[src/fba_pkg.sv]
`timescale 1ns / 1ps
`default_nettype none

package fba_pkg;

  localparam int MAX_BLOCKS = 1024;
  localparam int IDX_W      = $clog2(MAX_BLOCKS);
  localparam int CNT_W      = IDX_W + 1;
  localparam int ADDR_W     = 32;
  localparam int SHIFT_W    = 4;
  localparam int CFG_IDX_W  = 2;

  localparam logic [SHIFT_W-1:0] SHIFT_MIN = SHIFT_W'(2);
  localparam logic [SHIFT_W-1:0] SHIFT_MAX = SHIFT_W'(12);
  localparam logic [SHIFT_W-1:0] SHIFT_RST = SHIFT_W'(4);
  localparam logic [CNT_W-1:0]   COUNT_MAX = CNT_W'(MAX_BLOCKS);

  typedef enum logic [1:0] {
    OP_ALLOC = 2'd0,
    OP_FREE  = 2'd1,
    OP_CHECK = 2'd2,
    OP_RSVD  = 2'd3
  } op_e_t;

  typedef enum logic [1:0] {
    ST_OK        = 2'd0,
    ST_UNKNOWN   = 2'd1,
    ST_EXHAUSTED = 2'd2
  } status_e_t;

  typedef enum logic [CFG_IDX_W-1:0] {
    REG_BASE   = 2'd0,
    REG_SHIFT  = 2'd1,
    REG_BLOCKS = 2'd2,
    REG_NONE   = 2'd3
  } reg_e_t;

  typedef enum logic [1:0] {
    S_IDLE = 2'b01,
    S_POP  = 2'b10
  } state_e_t;

  // region lookup result
  typedef struct packed {
    logic             hit;
    logic [IDX_W-1:0] idx;
  } loc_t;

endpackage

`default_nettype wire

[src/fba_addr_unit.sv]
`timescale 1ns / 1ps
`default_nettype none

module fba_addr_unit (
  input  wire logic [fba_pkg::ADDR_W-1:0]  base,
  input  wire logic [fba_pkg::SHIFT_W-1:0] shift,
  input  wire logic [fba_pkg::CNT_W-1:0]   count,
  input  wire logic [fba_pkg::ADDR_W-1:0]  addr,
  input  wire logic [fba_pkg::IDX_W-1:0]   idx,
  output fba_pkg::loc_t                    loc,
  output logic      [fba_pkg::ADDR_W-1:0]  blk_addr
);
  import fba_pkg::*;

  logic [ADDR_W-1:0] offset;
  logic [ADDR_W-1:0] blk;

  // offset wraps modulo 2^32 so a region may run past the top of memory
  always_comb begin
    offset   = addr - base;
    blk      = offset >> shift;
    loc.hit  = blk < ADDR_W'(count);
    loc.idx  = blk[IDX_W-1:0];
    blk_addr = base + (ADDR_W'(idx) << shift);
  end

endmodule

`default_nettype wire

[config.mk]
export PLATFORM = sky130hd
export DESIGN_NAME = fba_addr_unit
export DESIGN_NICKNAME = d
export VERILOG_FILES = /design/src/fba_pkg.sv /design/src/fba_addr_unit.sv
export SDC_FILE = /design/constraint.sdc
export NUM_CORES = 1
export LEC_CHECK = 0
export ABC_AREA = 0
export BUFFER_PORTS_ARGS = -buffer_cell sky130_fd_sc_hd__buf_2
export CAP_MARGIN = 20
export CORE_ASPECT_RATIO = 1.75
export CORE_MARGIN = 1
export CORE_UTILIZATION = 35
export DETAILED_ROUTE_END_ITERATION = 7
export SYNTH_ARGS = -nofsm -noshare
export SYNTH_HDL_FRONTEND = slang
export SYNTH_SLANG_ARGS = --single-unit
[constraint.sdc]
create_clock -name vclk -period 11.7
set_clock_uncertainty 0.05 [all_clocks]
set_input_delay 1.755 -clock vclk [all_inputs]
set_output_delay 1.755 -clock vclk [all_outputs]
set_load 0.02 [all_outputs]
# Word level (Yosys, flattened, before mapping)
# Cells that the tools add are included.
# op_classes
n_shift	2
add_sub_neg	2
n_lt_le_gt_ge	1
# ops
cell	n
$add 32x32->32	1
$lt 32x11->1	1
$shl 10x4->32	1
$shr 32x4->32	1
$sub 32x32->32	1
# totals
input_bits	89
ff_bits	0

# Longest topological paths before layout
# Gate-level depths: netlist (run 1).
# logic_depth
word_depth	3
mapped_depth	22
mapped_depth_nobuf	22

# Worst setup path after synthesis (run 1)
# Ideal clock, no wire load.
# synth_timing
path_type	in2out
startpoint	input addr[0] (netlist name)
endpoint	output loc[10] (netlist name)
arrival_ns	6.573
required_time_ns	9.895
slack_ns	3.322
path_stages	21
cell_sequence	inv_1 > ha_1 > fa_1 > nor2b_1 > o31ai_2 > a21oi_2 > nor2_2 > o31ai_4 > a21oi_1 > mux4_2 > and2_1 > nor3_1 > a21oi_1 > ha_1 > a21o_1 > a221o_1 > nor3_1 > nand2_1 > a221o_2 > or4_1 > a2111oi_2
# synth_lines
element	line_no	text
from (decl)	fba_addr_unit.sv:8	input wire logic [fba_pkg::ADDR_W-1:0] addr,
to (decl)	fba_addr_unit.sv:10	output fba_pkg::loc_t loc,

==> results.json, run 1 <==
{
  "synth_compound_area_frac": 0.347,
  "dpl.hpwl_mm": 17.6,
  "diodes": 0,
  "worstPathMaxFanout": 5,
  "setup_slack_ns": 2.75,
  "finalHoldViolations": 0,
  "hold_path.class": "input pin to output port",
  "dr.pass1.iters": 5,
  "area_delta_synth_final_pct": 13.0,
  "routabilityCongestion": 1.03,
  "synth_top_family_by_area": "compound AO/OA/AOI/OAI gates",
  "post_drt_wl_per_cell_um": 18.6,
  "rows": 60,
  "outcome": "completed",
  "rsz0062_at_grt": "no",
  "grt_max_degree": 55,
  "antenna_found_initial": 0,
  "critPathLaunchType": "input pin",
  "hold_depth": 3,
  "synthSimpleGateAreaFrac": 0.241,
  "yosysMostFrequentCell": "nor2_1",
  "p_leak_nw": 3.02,
  "syn_area_mm2": 0.00559,
  "nets": 1087,
  "dp_slack_ns": 2.85,
  "die_area_mm2": 0.0165,
  "synth_xor_area_frac": 0.0689,
  "finalCritPeriodShare": 0.765,
  "start_util": 0.362,
  "grt_pass1_vias": 6318,
  "antenna_left": 0,
  "worst_ir_drop_vdd_mv": 0.0320,
  "critical_path_class": "input pin to output port",
  "fin_tns_setup_ns": 0,
  "min_period_ns": 8.95,
  "avgSynthCellArea_um2": 6.71,
  "clock_buffers": 0,
  "synth_sequential_area_ratio": 0,
  "synthTopCellsByArea": "ha_1, mux2i_1, a21oi_1",
  "slew_viol_final": 0,
  "drive_above_1_share": 0.193,
  "synth_nets": 992,
  "synth_top_area_frac": 0.150,
  "synthTopCellsByCount": "nor2_1, a21oi_1, ha_1, nand2_1, inv_1",
  "endpoint_kind": "output port",
  "cts_hold_buf": 0,
  "fp.dieW_um": 97.6,
  "wirelength_mm": 20.7,
  "yosysWarnings": 0,
  "grt_pass1_wl_mm": 32.2,
  "critPathArrivalTime_ns": 7.15,
  "num_vias": 6562,
  "seq_area_um2": 0,
  "synthMuxAreaShare": 0.110,
  "drc": 0,
  "yosysUniqueCellTypes": 85,
  "worstPathRequired_ns": 9.90,
  "maxCapViolCount": 0,
  "max-slew-margin-rel": 0.370,
  "core_area_mm2": 0.0155,
  "grt_overflow_total": 0,
  "viasPerCell": 5.90,
  "portBuffers": 132,
  "seq_cell_count": 0,
  "setup_violations": 0,
  "synth_fa_ha_area_frac": 0.157,
  "drt-initial-drc-count": 437,
  "synth_area_leader_cell": "ha_1",
  "die_h_um": 169,
  "cts_setup_buffers": 0,
  "cellPowerDensity_mw_per_mm2": 71.8,
  "synth_cells": 834,
  "tightest_slew_ns": 0.940,
  "cts_resized": 0,
  "fmaxAchievable_mhz": 112,
  "nFillCells": 1715,
  "grtUsageTotal": 0.241,
  "ios": 132,
  "multiInputGateArea_mm2": 0.00517
}
## cell usage in the layout (no fill, tap or decap), drive strengths merged, types with 7 or more instances in the layout
master	count
o21ai	52
xor2	13
nand3	24
nand4	8
mux2	16
o31ai	7
nor2b	13
o211ai	13
and2	14
nor3	28
mux2i	37
nand2b	9
inv	57
ha	67
a31oi	9
nand2	66
a211oi	14
a21oi	74
xnor2	31
o21a	15
a21o	25
buf	136
nor2	92
## cell families after synthesis
group,after synthesis
simple gates,282
xor+xnor,44
fa+ha+maj,69
compound gates,280
mux,56
buf+inv,103
## per-stage QoR
step                power [mW]  area [um^2]  hold slack [ns]  instances   util
CTS                      0.450         6320             3.77       1113  0.409
detailed placement       0.448         6320             3.77       1113  0.409
global route             0.495         6320             3.80       1113  0.409
finish                   0.454         6320             3.77       1113  0.409
floorplan                0.325         5590             3.59        834      -
global placement         0.448         6320             3.77       1113  0.409
## layer usage
metal,track usage,vias to the layer above,part of all wire
met3,0.0218,79,0.038
met1,0.250,2993,0.37
met4,0.219,0,0.11
li1,-,3274,-
met5,0,-,0
met2,0.427,216,0.49
## worst max-delay path, cell delays in order
cell	delay, ns
buf_2	0.13
inv_1	0.09
ha_1	0.27
nor2b_1	0.20
o31a_1	0.21
a41oi_2	0.22
a21oi_1	0.38
mux2i_1	0.31
o211ai_1	0.19
mux4_2	0.51
and2_1	0.18
nor3_1	0.24
a21oi_1	0.14
ha_1	0.34
a21o_1	0.16
a221o_1	0.33
nor3_1	0.16
nand2_1	0.07
a221o_2	0.29
or4_1	0.50
a2111oi_2	0.23
buf_2	0.23
## layout make-up
type	instances	share of cell area
inverters	60	0.0356
multi-input cells	731	0.818
well taps	186	0.0368
repair buffers	136	0.109
## final timing paths
path,slack [ns],startpoint,end
max,2.75,base[1],loc[10]
min,3.77,base[31],blk_addr[31]
## report_power, final
part	switching, mW	leakage, nW	internal [mW]
registers	0	0	0
clock network	0	0	0
logic	0.279	3.02	0.175
total	0.279	3.02	0.175
No activity file was read; power rests on OpenSTA's default activity.
==> run 2: changes to the inputs <==
clock period = 7.34 ns   (was 11.7 ns; I/O delays follow)
==> run 2 against run 1 <==
Net effect:
- first-iteration DRC count fell by 11%
- flip-flop and latch count is the same
- combinational power is 74% higher
- sequential share of layout area unchanged
- via count up 3.6%
- setup slack lost 2.6 ns
- die area unchanged
- power is 75% higher
- global-route usage fell by 0.28 points
- routed wire length increased by 0.57%
- non-clock buffer count rose by 48
- largest cell class unchanged
- final cell count is 4.3% higher
==> results.json, run 2 (synthesis results as in run 1) <==
{
  "outcome": "completed",
  "nFillCells": 1684,
  "fin_cells": 1161,
  "finalHoldViolations": 0,
  "final_cell_mix": "buf_2, nor2_1, nand2_1",
  "p_switching_uw": 462,
  "critical_path_class": "input pin to output port",
  "cts_hold_buf": 0,
  "routabilityCongestion": 0.901,
  "hold-path-endpoint": "blk_addr[31]",
  "viasPerCell": 5.86,
  "dpl.hpwl_mm": 17.7,
  "antenna_left": 0,
  "antenna_found_initial": 0,
  "layout_commonest_cell": "buf_2",
  "worstPathMaxFanout": 3,
  "grt_overflow_total": 0,
  "drive_above_1_share": 0.268,
  "dpl_cell_area_mm2": 0.00661,
  "start_util": 0.362,
  "cellPowerDensity_mw_per_mm2": 116,
  "endpoint_kind": "output port",
  "fmaxAchievable_mhz": 140,
  "drc": 0,
  "grtUsageTotal": 0.238,
  "ios": 132,
  "hp-start": "base[31]",
  "portBuffers": 132,
  "critPathLaunchType": "input pin",
  "switching_share": 0.583,
  "post_drt_wl_per_cell_um": 18.0,
  "seq_area_um2": 0,
  "p_int_uw": 331,
  "clock_buffers": 0,
  "tightest_slew_ns": 0.644,
  "die_area_mm2": 0.0165,
  "num_vias": 6801,
  "drt-initial-drc-count": 389,
  "grt_pass1_vias": 6447,
  "setup_violations": 0,
  "dr.pass1.iters": 5,
  "p_leak_nw": 3.27,
  "grt_pass1_wl_mm": 32.0,
  "max-slew-margin-rel": 0.560,
  "worst_ir_drop_vdd_mv": 0.0570,
  "rows": 60,
  "fp.dieW_um": 97.6,
  "hold_depth": 3,
  "multiInputGateArea_mm2": 0.00534,
  "die_h_um": 169,
  "seq_cell_count": 0,
  "finalCritPeriodShare": 0.974,
  "dp_cells": 1152,
  "wirelength_mm": 20.9,
  "p_clk_frac": 0,
  "stdcell_area_mm2": 0.00686,
  "slew_viol_final": 0,
  "fin_hold_ws_ns": 2.46,
  "min_period_ns": 7.15,
  "nets": 1135,
  "area_delta_synth_final_pct": 22.6,
  "worstPathRequired_ns": 6.19,
  "maxCapViolCount": 0,
  "hold_path.class": "input pin to output port",
  "core_area_mm2": 0.0155,
  "p_seq_frac": 0,
  "diodes": 0,
  "critPathArrivalTime_ns": 6.00,
  "power_frac_comb": 1.000,
  "grt_max_degree": 40
}
run 2: power groups by stage:
stage | sequential [mW] | clock (mW) | combinational (mW)
after global placement | 0 | 0 | 0.746
after detailed placement | 0 | 0 | 0.748
after floorplan | 0 | 0 | 0.519
after global routing | 0 | 0 | 0.861
after CTS | 0 | 0 | 0.752
final | 0 | 0 | 0.792
run 2: cell type report:
cell class                 count  share of cell area
multi-input combinational    731               0.779
tap                          186              0.0339
inverter                      60              0.0328
timing repair buffer         184               0.154
run 2: layer usage:
layer	vias to the layer above	GRT usage	wire length [um]
li1	3384	-	-
met1	3112	0.253	7720
met2	244	0.441	10500
met3	61	0.0115	821
met4	0	0.176	1820
met5	-	0	0
run 2: worst max-delay path, cell delays in order:
cell and delay [ns]:
buf_4 0.11, inv_2 0.05, ha_1 0.28, nor2b_4 0.14, o31a_1 0.32, a41oi_2 0.26
buf_4 0.18, a21o_1 0.21, a21oi_1 0.10, o211ai_1 0.39, o211ai_1 0.15, a21oi_2 0.22
nor3_4 0.07, a21oi_2 0.18, ha_1 0.27, a21o_1 0.17, a221o_1 0.35, nor3_2 0.14
nand2_1 0.06, a221o_2 0.28, or4_1 0.48, a2111oi_2 0.29, buf_4 0.20
run 2: worst max-delay path by stage:
stage	slack [ns]	cells past startpoint	end	from
2_1_floorplan	0.27	21	loc[10]	addr[0]
3_3_place_gp	0.08	22	loc[10]	base[1]
3_5_place_dp	0.04	22	loc[10]	base[1]
4_1_cts	0.007	22	loc[10]	base[1]
5_1_grt	-0.03	24	loc[10]	addr[0]
6_report	0.19	23	loc[10]	base[1]
run 2: timing repair:
action / CTS / global route
buffers inserted: 0 / 9
endpoints found under the hold margin: 0 / 0
setup endpoints to repair: 0 / 1
resized for setup: 0 / 44
run 2: metrics by stage:
step           utilization  power, mW  setup slack, ns  TNS (ns)
6_report             0.443      0.792            0.191         0
5_1_grt              0.443      0.861          -0.0260   -0.0260
4_1_cts              0.428      0.752          0.00653         0
3_5_place_dp         0.428      0.748           0.0388         0
3_3_place_gp         0.428      0.746           0.0802         0
2_1_floorplan            -      0.519            0.270         0
