File: src/fba_ram.sv
`timescale 1ns / 1ps
`default_nettype none

module fba_ram #(
  parameter int WIDTH = 8,
  parameter int DEPTH = 16
) (
  input  wire logic                     clk,
  input  wire logic                     we,
  input  wire logic [$clog2(DEPTH)-1:0] waddr,
  input  wire logic [WIDTH-1:0]         wdata,
  input  wire logic [$clog2(DEPTH)-1:0] raddr,
  output logic      [WIDTH-1:0]         rdata
);

  logic [WIDTH-1:0] mem [DEPTH];

  always_ff @(posedge clk) begin
    if (we) begin
      mem[waddr] <= wdata;
    end
    rdata <= mem[raddr];
  end

endmodule

`default_nettype wire

File: config.mk
export PLATFORM = sky130hd
export DESIGN_NAME = fba_ram
export DESIGN_NICKNAME = d
export VERILOG_FILES = /design/src/fba_ram.sv
export SDC_FILE = /design/constraint.sdc
export NUM_CORES = 1
export LEC_CHECK = 0
export BUFFER_PORTS_ARGS = -buffer_cell sky130_fd_sc_hd__buf_2
export CORE_UTILIZATION = 35
export CTS_BUF_LIST = sky130_fd_sc_hd__clkbuf_16
export CTS_CLUSTER_SIZE = 24
export DETAILED_ROUTE_END_ITERATION = 10
export GPL_ROUTABILITY_DRIVEN = 0
export HOLD_SLACK_MARGIN = 0.15
export SETUP_SLACK_MARGIN = 0.15
export SYNTH_ARGS = -nofsm -noshare
export SYNTH_HDL_FRONTEND = slang
export SYNTH_SLANG_ARGS = --single-unit
File: constraint.sdc
create_clock -name clk -period 1.6 [get_ports clk]
set_input_delay 0.08 -clock clk [delete_from_list [all_inputs] [get_ports clk]]
set_output_delay 0.08 -clock clk [all_outputs]
set_load 0.02 [all_outputs]
Word-level counts from Yosys, hierarchy flattened
Memories as Yosys holds them, arrays and structs flattened. A register that Yosys moved wholly into a read port is not among the register bits.
Cells that the tools add are included.
Word-level totals
  bits in registers: 0
  bits in writable memories: 128
  input port bits: 18
  output and inout bits: 8
  logic and storage cells: 3
  memories: 1
Operators by class
  mux-type cells: 2
Memory list
  mem: depth 16, width 8, read ports 1, clocked after memory_dff 1, write ports 1, line 16  | logic [WIDTH-1:0] mem [DEPTH];
Operators with widths (number)
  1-bit 2-to-1 mux: 2

Longest topological paths before layout
Gate-level depths: netlist (run 1).
  depth after elaboration: 2
  mapped depth: 5
  depth with buffers taken out: 3

Worst setup path before layout (run 1)
No wires, ideal clock.
  kind: input-to-reg
  from: input port waddr[2]
  to: memory mem[0][0], enable pin
  library setup time: 383 ps
  arrival: 1190 ps
  required time: 1217 ps
  path slack: 27 ps
  cell stages on the path: 2
  buffers on the path: 0
  cell sequence: or3b_2 > nor3_1
RTL lines
  from (decl): line 10  | input wire logic [$clog2(DEPTH)-1:0] waddr,
  to (decl): line 16
Straight into the memory's write port.

==> tab_implementation.tex, run 1 <==
\begin{tabular}{lr}
\hline
Metric & Value \\
\hline
\multicolumn{2}{l}{\textbf{Run status}} \\
\quad Outcome & finished, final reports clean \\
\multicolumn{2}{l}{\textbf{Timing}} \\
\quad Setup Viol. Count Final & 0 \\
\quad Setup repair after global routing missed its margin & no \\
\quad Final critical path time including I/O delays and setup & 1.38 ns \\
\quad Hold WS & 0.215 ns \\
\quad Normalized max-slew margin & 0.540 \\
\quad Final hold violation count & 0 \\
\quad Transition time at the pin with the least slew margin & about 0.69 ns \\
\quad Total Neg Setup Slack & 0 ns \\
\quad Crit share post-route & 0.865 \\
\quad Fmax & 0.723 GHz \\
\quad Final Skew & 0.00470 ns \\
\quad Slew Limit Fails & 0 \\
\multicolumn{2}{l}{\textbf{Route}} \\
\quad Average detailed-routed wire length per instance & about 21 microns \\
\quad Detailed-router iteration count before antenna repair & 4 \\
\quad Vias per Instance & a little over 5 \\
\quad Number of violations reported at the end of detailed-routing iteration 0 & 131 \\
\quad DRC & 0 \\
\quad Detail Route Antenna Nets & 0 \\
\quad Via count of the routed design & 2462 \\
\quad WL final & 10300 microns \\
\multicolumn{2}{l}{\textbf{Setup path}} \\
\quad Combined buffer and inverter count along the critical path & 0 \\
\quad Maximum net fanout on the critical path & 1 \\
\quad Worst reg-to-reg path cell count & 3 \\
\quad CP Data Arrival Time & 1.68 ns \\
\quad Required arrival time at the worst endpoint & 1.89 ns \\
\quad Slowest cell on crit path & sky130\_fd\_sc\_hd\_\_mux4\_1 \\
\quad Number of stages on the worst setup path & 3 \\
\quad Crit. End Element & flip-flop \\
\quad Critical-path cell list & mux4\_1, a22oi\_1, nand2\_1 \\
\quad Family with the most delay on the worst path & multiplexers \\
\quad WS Path Type & flip-flop to flip-flop \\
\quad Largest stage delay, worst path & 0.52 ns \\
\quad Element type at the critical path start & flip-flop \\
\multicolumn{2}{l}{\textbf{Layout}} \\
\quad Share of final-layout standard cells stronger than drive strength 1 & 0.301 \\
\quad Ant diodes & 0 \\
\quad Area overhead of the layout relative to synthesis & 20.7\% \\
\quad Most used cells in the layout excluding fill and tap cells & 128 x sky130\_fd\_sc\_hd\_\_edfxtp\_1, 25 x sky130\_fd\_sc\_hd\_\_buf\_2, 20 x sky130\_fd\_sc\_hd\_\_buf\_4, 18 x sky130\_fd\_sc\_hd\_\_mux4\_2, 17 x sky130\_fd\_sc\_hd\_\_clkbuf\_16 \\
\quad Filler-free cell count of the finished design & 486 \\
\quad Share of the core filled with cells & 0.441 \\
\quad Fillcell total & roughly 1200 \\
\quad Most common cell after layout, fill and taps aside & sky130\_fd\_sc\_hd\_\_edfxtp\_1 \\
\quad Final instance area & roughly 6200 sq um \\
\quad Final layout net count & 311 \\
\multicolumn{2}{l}{\textbf{Power and ir drop}} \\
\quad Leakage power total & between 2 and 2.5 nW \\
\quad Switching power summed over all nets & between 1.5 and 2 mW \\
\quad Total power density per cell area & 1260 nW/um\^{}2 \\
\quad Clock group share of total power & 0.434 \\
\quad Switching power as a share of total power & 0.203 \\
\quad Sequential group share of total power & 0.512 \\
\quad Combinational Power Share & 0.054 \\
\quad Cell Int Power & 6.23 mW \\
\quad Peak supply drop & 0.808 mV \\
\multicolumn{2}{l}{\textbf{Clocking}} \\
\quad Clk root buf & sky130\_fd\_sc\_hd\_\_clkbuf\_16 \\
\quad Count of clock tree sinks & 136 \\
\quad Clock latency at the later pin of the worst-skew pair & 0.41 ns \\
\quad CTS max path bufs & 2 \\
\quad CTS tree & built \\
\quad CTS clock-pin slew for the worst setup and hold paths & about 0.05 ns \\
\quad Number of setup buffers added after CTS & 0 \\
\quad Total number of H-tree levels & 4 \\
\quad Number of buffers created by CTS & 17 \\
\multicolumn{2}{l}{\textbf{Yosys}} \\
\quad Distinct cells, synth & 19 \\
\quad Portion of netlist area occupied by mux cells & 0.150 \\
\quad Number of synthesized register bits & between 100 and 150 \\
\quad Fraction of the mapped netlist area in compound gates & 0.0233 \\
\quad Gate Count Post-Synth & about 230 \\
\quad Area fraction in and, or, nand and nor cells after synthesis & 0.0318 \\
\quad Synthesized-area fraction occupied by adder cells & 0 \\
\quad Post-synthesis xor/xnor area fraction & 0 \\
\quad Net count after synthesis & 247 \\
\quad Count of warnings emitted by yosys & 0 \\
\quad Share of the yosys chip area belonging to registers & 0.778 \\
\quad Average cell area after synthesis & between 20 and 25 sq um \\
\quad Area of the mapped netlist & around 5000 sq um \\
\quad Largest family of logic cells by synthesized area & multiplexers \\
\multicolumn{2}{l}{\textbf{Global route}} \\
\quad Remaining global-route overflow & 0 \\
\quad Global-route usage over all layers & 0.155 \\
\quad Initial antenna violation count & 0 \\
\quad Via count of the first global-routing pass & 2663 \\
\quad Wire length of the first global-routing pass & 15900 microns \\
\quad Maximum number of pins on one net before global-route repair & 31 \\
\multicolumn{2}{l}{\textbf{Die}} \\
\quad Boundary Pins & 26 \\
\quad Number of placement rows & 43 \\
\quad Placeable Area & 14100 sq um \\
\quad Die X & 123 microns \\
\quad Initial core utilization & 0.365 \\
\quad Overall die height & 123 microns \\
\quad Die ar. & between 15000 and 20000 sq um \\
\multicolumn{2}{l}{\textbf{Placed design}} \\
\quad Port Buffers & 25 \\
\quad Post-detail-place hpwl & 6560 microns \\
\quad Cell Area, Placed & 5610 sq um \\
\quad Placed Cells incl. Taps & 446 \\
\multicolumn{2}{l}{\textbf{Run}} \\
\quad \# Max-Cap Violations & 0 \\
\multicolumn{2}{l}{\textbf{Min path}} \\
\quad Hold Path Class & input port to flip-flop \\
\quad Worst hold stages & 4 \\
\hline
\end{tabular}
[kinds of logic (layout without fill, tap and decap cells)]
family | count (synthesis) | after routing
compound gates | 16 | 16
flops | 136 | 136
mux | 32 | 32
buf+inv | 10 | 87
simple gates | 35 | 35
[registers in the layout (all words and copies together), names as in the netlist]
register  cells
mem         128
rdata         8
[per-stage QoR]
step	total power, mW	worst slack (ns)
floorplan	4.31	0.254
global placement	4.49	0.0444
detailed placement	4.50	0.0216
CTS	7.90	0.163
global route	8.09	0.151
finish	7.83	0.217
[cells in the mapped netlist, drive strengths merged]
cell	n	area (sq um)
edfxtp	128	3840
mux4	32	773
a22oi	16	120
nor2	13	48.8
nand2	9	33.8
dfxtp	8	160
buf	7	56.3
nor3	4	20.0
clkdlybuf4s25	3	30.0
nand2b	2	12.5
nand3b	2	15.0
and2	1	6.26
and2b	1	7.51
nand3	1	5.00
nor2b	1	6.26
or3b	1	8.76
[repair_timing]
action | 4_1_cts | 5_1_grt
endpoints found under the setup margin | 0 | 1
hold buffers | 8 | 0
resized for setup | 0 | 1
endpoints found under the hold margin | 128 | 0
[area by class of cell]
class                      instances  area, sq um  share of cell area
tap                              180          225              0.0363
clock buffer                      17          425              0.0685
sequential                       136         4000               0.645
clock inverter                    15         95.1              0.0153
timing repair buffer              55          395              0.0636
multi-input combinational         83         1070               0.172
[power by group through the flow]
stage          Combinational [mW]  Sequential, mW  Clock (mW)
2_1_floorplan               0.202            4.10           0
4_1_cts                     0.431            4.01        3.46
5_1_grt                     0.462            4.01        3.61
3_3_place_gp                0.405            4.08           0
6_report                    0.423            4.01        3.40
3_5_place_dp                0.415            4.08           0
[metal layers]
metal  vias to the layer above  GRT usage  share of wire
li1                       1104          -              -
met1                      1274      0.208           0.43
met2                        70      0.240           0.49
met3                        14     0.0378          0.063
met4                         0     0.0700          0.016
met5                         -          0              0
[worst min-delay path: cells and delay by family]
family,cells,cell delay [ns]
buffers and inverters,1,0.14
AND/OR/NAND/NOR,1,0.10
multiplexers,1,0.19
AO/OA/AOI/OAI,1,0.08
[worst paths after layout]
check                                 from        to  slack [ns]
worst min-delay path              raddr[1]  rdata[4]        0.21
worst min register to register  mem[12][7]  rdata[7]        0.67
worst max register to register   mem[1][0]  rdata[0]        0.22
worst max-delay path             mem[1][0]  rdata[0]        0.22
No activity file was read; power rests on OpenSTA's default activity.
==> run 2: changes to the inputs <==
- ABC_AREA: unset -> 1
- CORE_UTILIZATION: 35 -> 55
- PLACE_DENSITY: unset -> 0.75
- REMOVE_ABC_BUFFERS: unset -> 1
==> run 2 against run 1 <==
Cell area rose by 9.9%; combinational power rose by 22%; core utilization rose by 23 points; register-to-register slack improved by 0.35 ns; sequential share of layout area fell by 5.8 points; routed wire length rose by 19%; first-iteration DRC count rose to 2.9 times the previous value; fmax rose by 29%; area after synthesis rose by 12%; highest routed layer unchanged.
==> tab_implementation.tex, run 2 <==
\begin{tabular}{lr}
\hline
Metric & Value \\
\hline
\multicolumn{2}{l}{\textbf{Route}} \\
\quad Vias per Instance & between 5 and 6 \\
\quad Via count of the routed design & 3956 \\
\quad DR WL met2 & 5980 microns \\
\quad DRC & 0 \\
\quad Number of violations reported at the end of detailed-routing iteration 0 & 376 \\
\quad Average detailed-routed wire length per instance & 16.5 microns \\
\quad DRT met1 WL & 5010 microns \\
\quad WL final & 12300 microns \\
\quad Routed length on met3 & 897 microns \\
\quad Detail Route Antenna Nets & 0 \\
\quad Highest metal layer with signal wires & met4 \\
\quad Detailed-router iteration count before antenna repair & 5 \\
\multicolumn{2}{l}{\textbf{Timing}} \\
\quad Fmax & 0.930 GHz \\
\quad Least setup slack across all paths after layout & 0.524 ns \\
\quad Transition time at the pin with the least slew margin & 0.628 ns \\
\quad Crit share post-route & 0.672 \\
\quad Total Neg Setup Slack & 0 ns \\
\quad Normalized max-slew margin & 0.581 \\
\quad Final hold violation count & 0 \\
\quad Final critical path time including I/O delays and setup & 1.08 ns \\
\quad Setup repair after global routing missed its margin & no \\
\quad Final Skew & $\sim$0.0072 ns \\
\quad Slew Limit Fails & 0 \\
\quad Setup Viol. Count Final & 0 \\
\multicolumn{2}{l}{\textbf{Layout}} \\
\quad Most used cells in the layout excluding fill and tap cells & 173 x sky130\_fd\_sc\_hd\_\_nand2\_1, 128 x sky130\_fd\_sc\_hd\_\_edfxtp\_1, 101 x sky130\_fd\_sc\_hd\_\_inv\_1, 97 x sky130\_fd\_sc\_hd\_\_nand3\_1, 25 x sky130\_fd\_sc\_hd\_\_buf\_2 \\
\quad Area of the multi-input gates & 1210 sq um \\
\quad Register with the most flip-flops & mem \\
\quad Final layout net count & 619 \\
\quad Area overhead of the layout relative to synthesis & 18.4\% \\
\quad Ant diodes & 0 \\
\quad Sequential cell area & 4000 sq um \\
\quad Fillcell total & 726 \\
\quad Number of flip-flops under the largest register name & 128 \\
\quad Share of final-layout standard cells stronger than drive strength 1 & 0.125 \\
\quad Largest regs & mem x128, rdata x8 \\
\quad Most common cell after layout, fill and taps aside & sky130\_fd\_sc\_hd\_\_nand2\_1 \\
\multicolumn{2}{l}{\textbf{Power and ir drop}} \\
\quad Peak supply drop & 0.821 mV \\
\quad Overall Power & 8.82 mW \\
\quad Total power density per cell area & about 1300 nW/um\^{}2 \\
\quad Leakage power total & 2.99 nW \\
\multicolumn{2}{l}{\textbf{Clocking}} \\
\quad CTS clock-pin slew for the worst setup and hold paths & roughly 0.06 ns \\
\quad Clk root buf & sky130\_fd\_sc\_hd\_\_clkbuf\_16 \\
\quad CTS max path bufs & 2 \\
\quad Post-CTS resize count & 0 \\
\quad Number of setup buffers added after CTS & 0 \\
\quad Clock latency at the later pin of the worst-skew pair & 0.41 ns \\
\quad CTS tree & built \\
\quad Total number of H-tree levels & 4 \\
\quad Hold buffers post-CTS & 9 \\
\quad Number of buffers created by CTS & 17 \\
\quad Count of clock tree sinks & between 100 and 150 \\
\multicolumn{2}{l}{\textbf{Yosys}} \\
\quad Gate Count Post-Synth & 551 \\
\quad Cell accounting for the most synthesized area & sky130\_fd\_sc\_hd\_\_edfxtp\_1 \\
\quad Distinct cells, synth & 12 \\
\quad Top post-synthesis cells by count & 173 x sky130\_fd\_sc\_hd\_\_nand2\_1, 128 x sky130\_fd\_sc\_hd\_\_edfxtp\_1, 100 x sky130\_fd\_sc\_hd\_\_inv\_1 \\
\quad Number of synthesized register bits & 136 \\
\quad Primary FF master, synth & sky130\_fd\_sc\_hd\_\_edfxtp\_1 \\
\quad Share of synthesized flip-flops with an asynchronous set or reset & 0 \\
\quad Count of warnings emitted by yosys & 0 \\
\quad Average cell area after synthesis & $\sim$10 sq um \\
\quad Area of the mapped netlist & 5770 sq um \\
\quad Ranking of synthesized cells by area & sky130\_fd\_sc\_hd\_\_edfxtp\_1 67\%, sky130\_fd\_sc\_hd\_\_nand2\_1 11\%, sky130\_fd\_sc\_hd\_\_nand3\_1 8.4\% \\
\quad Count leader, synth & sky130\_fd\_sc\_hd\_\_nand2\_1 \\
\quad Post-synth EDFFs & 128 \\
\quad Share of the yosys chip area belonging to registers & 0.694 \\
\quad Top-area cell type share of the netlist area & 0.667 \\
\multicolumn{2}{l}{\textbf{Global route}} \\
\quad Initial antenna violation count & 0 \\
\quad Wire length of the first global-routing pass & 19700 microns \\
\quad Remaining global-route overflow & 0 \\
\quad Global-route usage over all layers & 0.245 \\
\quad Via count of the first global-routing pass & 3975 \\
\quad Maximum number of pins on one net before global-route repair & 65 \\
\multicolumn{2}{l}{\textbf{Placed design}} \\
\quad Pre-CTS worst setup slack & 0.394 ns \\
\quad Port Buffers & 25 \\
\quad Post-detail-place hpwl & 7000 microns \\
\multicolumn{2}{l}{\textbf{Die}} \\
\quad Overall die height & approximately 100 microns \\
\quad Initial core utilization & 0.564 \\
\quad Die X & $\sim$100 microns \\
\quad Number of placement rows & 37 \\
\quad Die ar. & 10900 sq um \\
\quad Placeable Area & a little over 10000 sq um \\
\quad Boundary Pins & 26 \\
\multicolumn{2}{l}{\textbf{Setup path}} \\
\quad Required arrival time at the worst endpoint & around 1.9 ns \\
\quad Crit. End Element & flip-flop \\
\quad Maximum net fanout on the critical path & 9 \\
\quad CP Data Arrival Time & 1.37 ns \\
\quad Element type at the critical path start & input port \\
\quad WS Path Type & input port to flip-flop \\
\multicolumn{2}{l}{\textbf{Run}} \\
\quad \# Max-Cap Violations & 0 \\
\multicolumn{2}{l}{\textbf{Min path}} \\
\quad Hold Path Class & input port to flip-flop \\
\multicolumn{2}{l}{\textbf{Run status}} \\
\quad Outcome & finished, final reports clean \\
\hline
\end{tabular}
[run 2: cell type report]
type,instances,area share
tap,136,0.0249
multi-input combinational,289,0.178
clock buffer,17,0.0623
clock inverter,15,0.0341
sequential,136,0.587
inverter,102,0.0561
timing repair buffer,55,0.0583
[run 2: cell families (layout without fill, tap and decap cells)]
family	Yosys count	in the layout	synth area share
DFF	136	136	0.694
and+or+nand+nor	289	289	0.210
buffers and inverters	126	189	0.0952
[run 2: metrics by stage]
stage	util	hold slack [ns]	cell area [sq um]	cells
floorplan	-	0.179	5600	527
detailed placement	0.594	0.473	6080	709
CTS	0.667	0.213	6830	750
global route	0.667	0.242	6830	750
finish	0.667	0.233	6830	750
global placement	0.594	0.468	6080	709
[run 2: power breakdown]
group	total, mW	leakage, nW	internal [mW]	switching [mW]
clock network	4.30	0.315	2.90	1.40
registers	4.01	1.22	3.98	0.0225
logic	0.516	1.45	0.160	0.356
total	8.82	2.99	7.04	1.78
[run 2: final timing paths]
kind	start	endpoint	slack, ns	cells past startpoint
worst max-delay path	raddr[3]	rdata[1]	0.52	5
worst min-delay path	raddr[2]	rdata[3]	0.23	5
worst max register to register	mem[7][1]	rdata[1]	0.57	6
worst min register to register	mem[10][3]	rdata[3]	0.64	6
[run 2: worst max-delay path: stages]
cell and delay [ns]:
sky130_fd_sc_hd__dlygate4sd3_1 0.52, sky130_fd_sc_hd__buf_2 0.26, sky130_fd_sc_hd__inv_1 0.22, sky130_fd_sc_hd__nand3_1 0.20, sky130_fd_sc_hd__nand2_1 0.08
[run 2: layer usage]
metal	track usage	vias up
li1	-	1875
met1	0.312	1851
met2	0.391	190
met3	0.0576	40
met4	0.128	0
met5	0	-
==> run 3: changes to the inputs <==
- CORE_UTILIZATION: 55 -> 61
- PLACE_DENSITY: 0.75 -> 0.79
- clock period: 1.6 -> 1 ns (I/O delays scaled with it)
==> run 3 against run 2 <==
The flow now finishes with violations (design-rule violations, negative setup slack); clock skew is 0.0022 ns higher; combinational power increased by 94%; sequential cell count stayed put; core utilization rose by 9.7 points; setup slack worse by 0.54 ns; sequential share of layout area shrank 1.5 points; cell area up 3.0%; sequential power grew 61%; largest cell class unchanged; clock power grew 31%.
==> tab_implementation.tex, run 3 (synthesized netlist as in run 2, its figures left out) <==
\begin{tabular}{lr}
\hline
Metric & Value \\
\hline
\multicolumn{2}{l}{\textbf{Timing}} \\
\quad Final hold violation count & 0 \\
\quad Hold WS & 0.0127 ns \\
\quad Normalized max-slew margin & 0.764 \\
\quad Slew Limit Fails & 0 \\
\quad Setup Viol. Count Final & 1 \\
\quad Least setup slack across all paths after layout & -0.0147 ns \\
\quad Crit share post-route & 1.01 \\
\quad Transition time at the pin with the least slew margin & 0.353 ns \\
\quad Final Skew & 0.00943 ns \\
\quad Setup repair after global routing missed its margin & yes \\
\quad Fmax & roughly 1 GHz \\
\quad Final critical path time including I/O delays and setup & between 1 and 1.5 ns \\
\multicolumn{2}{l}{\textbf{Layout}} \\
\quad Share of the core filled with cells & 0.764 \\
\quad Area overhead of the layout relative to synthesis & 21.9\% \\
\quad Filler-free cell count of the finished design & 730 \\
\quad Register with the most flip-flops & mem \\
\quad Largest regs & mem x128, rdata x8 \\
\quad Most common cell after layout, fill and taps aside & sky130\_fd\_sc\_hd\_\_nand2\_1 \\
\quad Final layout net count & 625 \\
\quad Most used cells in the layout excluding fill and tap cells & 167 x sky130\_fd\_sc\_hd\_\_nand2\_1, 128 x sky130\_fd\_sc\_hd\_\_edfxtp\_1, 103 x sky130\_fd\_sc\_hd\_\_inv\_1, 57 x sky130\_fd\_sc\_hd\_\_nand3\_1, 40 x sky130\_fd\_sc\_hd\_\_nand3\_2 \\
\quad Ant diodes & 0 \\
\quad Number of flip-flops under the largest register name & 128 \\
\quad Share of final-layout standard cells stronger than drive strength 1 & 0.215 \\
\multicolumn{2}{l}{\textbf{Route}} \\
\quad Vias per Instance & 5.58 \\
\quad Number of violations reported at the end of detailed-routing iteration 0 & roughly 500 \\
\quad Via count of the routed design & just over 4000 \\
\quad Detailed-router iteration count before antenna repair & 8 \\
\quad DRC & 2 \\
\quad Average detailed-routed wire length per instance & 18.6 microns \\
\quad WL final & $\sim$14000 microns \\
\quad Detail Route Antenna Nets & 0 \\
\multicolumn{2}{l}{\textbf{Placed design}} \\
\quad Post-detail-place hpwl & 7540 microns \\
\quad Port Buffers & 25 \\
\quad Placed Cells incl. Taps & 691 \\
\multicolumn{2}{l}{\textbf{Setup path}} \\
\quad Maximum net fanout on the critical path & 1 \\
\quad Largest stage delay, worst path & 0.35 ns \\
\quad CP Data Arrival Time & 1.31 ns \\
\quad Critical-path cell list & inv\_1, nand2\_1, nand3\_1, nand3\_2, nand3\_2, nand2\_1 \\
\quad Required arrival time at the worst endpoint & 1.29 ns \\
\quad WS Path Type & flip-flop to flip-flop \\
\quad Slowest cell on crit path & sky130\_fd\_sc\_hd\_\_edfxtp\_1 \\
\quad Crit. End Element & flip-flop \\
\quad Element type at the critical path start & flip-flop \\
\multicolumn{2}{l}{\textbf{Global route}} \\
\quad Via count of the first global-routing pass & 3902 \\
\quad Remaining global-route overflow & 0 \\
\quad Wire length of the first global-routing pass & 20300 microns \\
\quad Maximum number of pins on one net before global-route repair & 65 \\
\quad Initial antenna violation count & 0 \\
\quad Global-route usage over all layers & 0.281 \\
\multicolumn{2}{l}{\textbf{Power and ir drop}} \\
\quad Peak supply drop & 1.29 mV \\
\quad Total power density per cell area & roughly 1900 nW/um\^{}2 \\
\quad Overall Power & 13.1 mW \\
\quad Leakage power total & 3.10 nW \\
\multicolumn{2}{l}{\textbf{Die}} \\
\quad Boundary Pins & 26 \\
\quad Number of placement rows & 35 \\
\quad Die X & 99.2 microns \\
\quad Placeable Area & 9200 sq um \\
\quad Die ar. & between 9000 and 10000 sq um \\
\quad Initial core utilization & 0.627 \\
\quad Overall die height & 99.2 microns \\
\multicolumn{2}{l}{\textbf{Clocking}} \\
\quad Clk root buf & sky130\_fd\_sc\_hd\_\_clkbuf\_16 \\
\quad CTS max path bufs & 2 \\
\quad Hold buffers post-CTS & 8 \\
\quad Number of setup buffers added after CTS & 0 \\
\quad Total number of H-tree levels & 4 \\
\quad Count of clock tree sinks & 136 \\
\quad Number of buffers created by CTS & 17 \\
\quad CTS clock-pin slew for the worst setup and hold paths & 0.06 ns \\
\quad CTS tree & built \\
\quad Clock latency at the later pin of the worst-skew pair & 0.41 ns \\
\multicolumn{2}{l}{\textbf{Run}} \\
\quad \# Max-Cap Violations & 0 \\
\multicolumn{2}{l}{\textbf{Min path}} \\
\quad Hold Path Class & input port to flip-flop \\
\multicolumn{2}{l}{\textbf{Run status}} \\
\quad Violated checks & design-rule violations, negative setup slack \\
\quad Outcome & finished, violations left \\
\hline
\end{tabular}
-- run 3: cell count changes in the layout (fill, tap and decap cells not counted), sizes merged --
cell and change:
clkinvlp -2, bufinv -4, dlygate4sd3 -1, buf +7, inv +5
-- run 3: where the power goes --
part / internal (mW) / switching (mW) / total, mW / leakage, nW
registers: 6.39 / 0.0511 / 6.44 / 1.22
clock network: 3.55 / 2.10 / 5.65 / 0.280
logic: 0.350 / 0.650 / 1.00 / 1.59
-- run 3: metrics by stage --
stage	setup slack (ns)	setup TNS, ns	cell area, sq um
2_1_floorplan	-0.0305	-0.242	5600
3_3_place_gp	-0.0706	-2.26	6140
3_5_place_dp	-0.101	-4.07	6140
4_1_cts	0.0591	0	6870
5_1_grt	-0.0582	-0.0853	7030
6_report	-0.0147	-0.0147	7030
-- run 3: final timing paths --
kind | start | to | slack (ns) | depth (start not counted)
max | mem[5][1] | rdata[1] | -0.01 | 6
min | raddr[3] | rdata[2] | 0.01 | 3
max reg2reg | mem[5][1] | rdata[1] | -0.01 | 6
min reg2reg | mem[10][2] | rdata[2] | 0.67 | 6
-- run 3: what timing repair did --
action | CTS | global route
gates resized for setup | 36 | 37
pin swaps | 15 | 18
setup endpoints to repair | 16 | 16
endpoints found under the hold margin | 136 | 8
-- run 3: final cells by class --
class	count	area, sq um
well taps	111	139
flip-flops and latches	136	4010
multi-input cells	289	1430
clock buffers	17	425
repair buffers	61	528
inverters	102	383
fillers	522	2170
clock inverters	14	110
-- run 3: worst max-delay path: cells and delay by family (launching register included) --
kind / cells / cell delay, ns
buffers and inverters: 1 / 0.06
flip-flops: 1 / 0.35
AND/OR/NAND/NOR: 5 / 0.50
-- run 3: per-layer routing --
| layer | global-route usage | routed length [microns] |
|---|---|---|
| met1 | 0.368 | 5140 |
| met2 | 0.459 | 6820 |
| met3 | 0.0611 | 1150 |
| met4 | 0.124 | 436 |
| met5 | 0 | 0 |
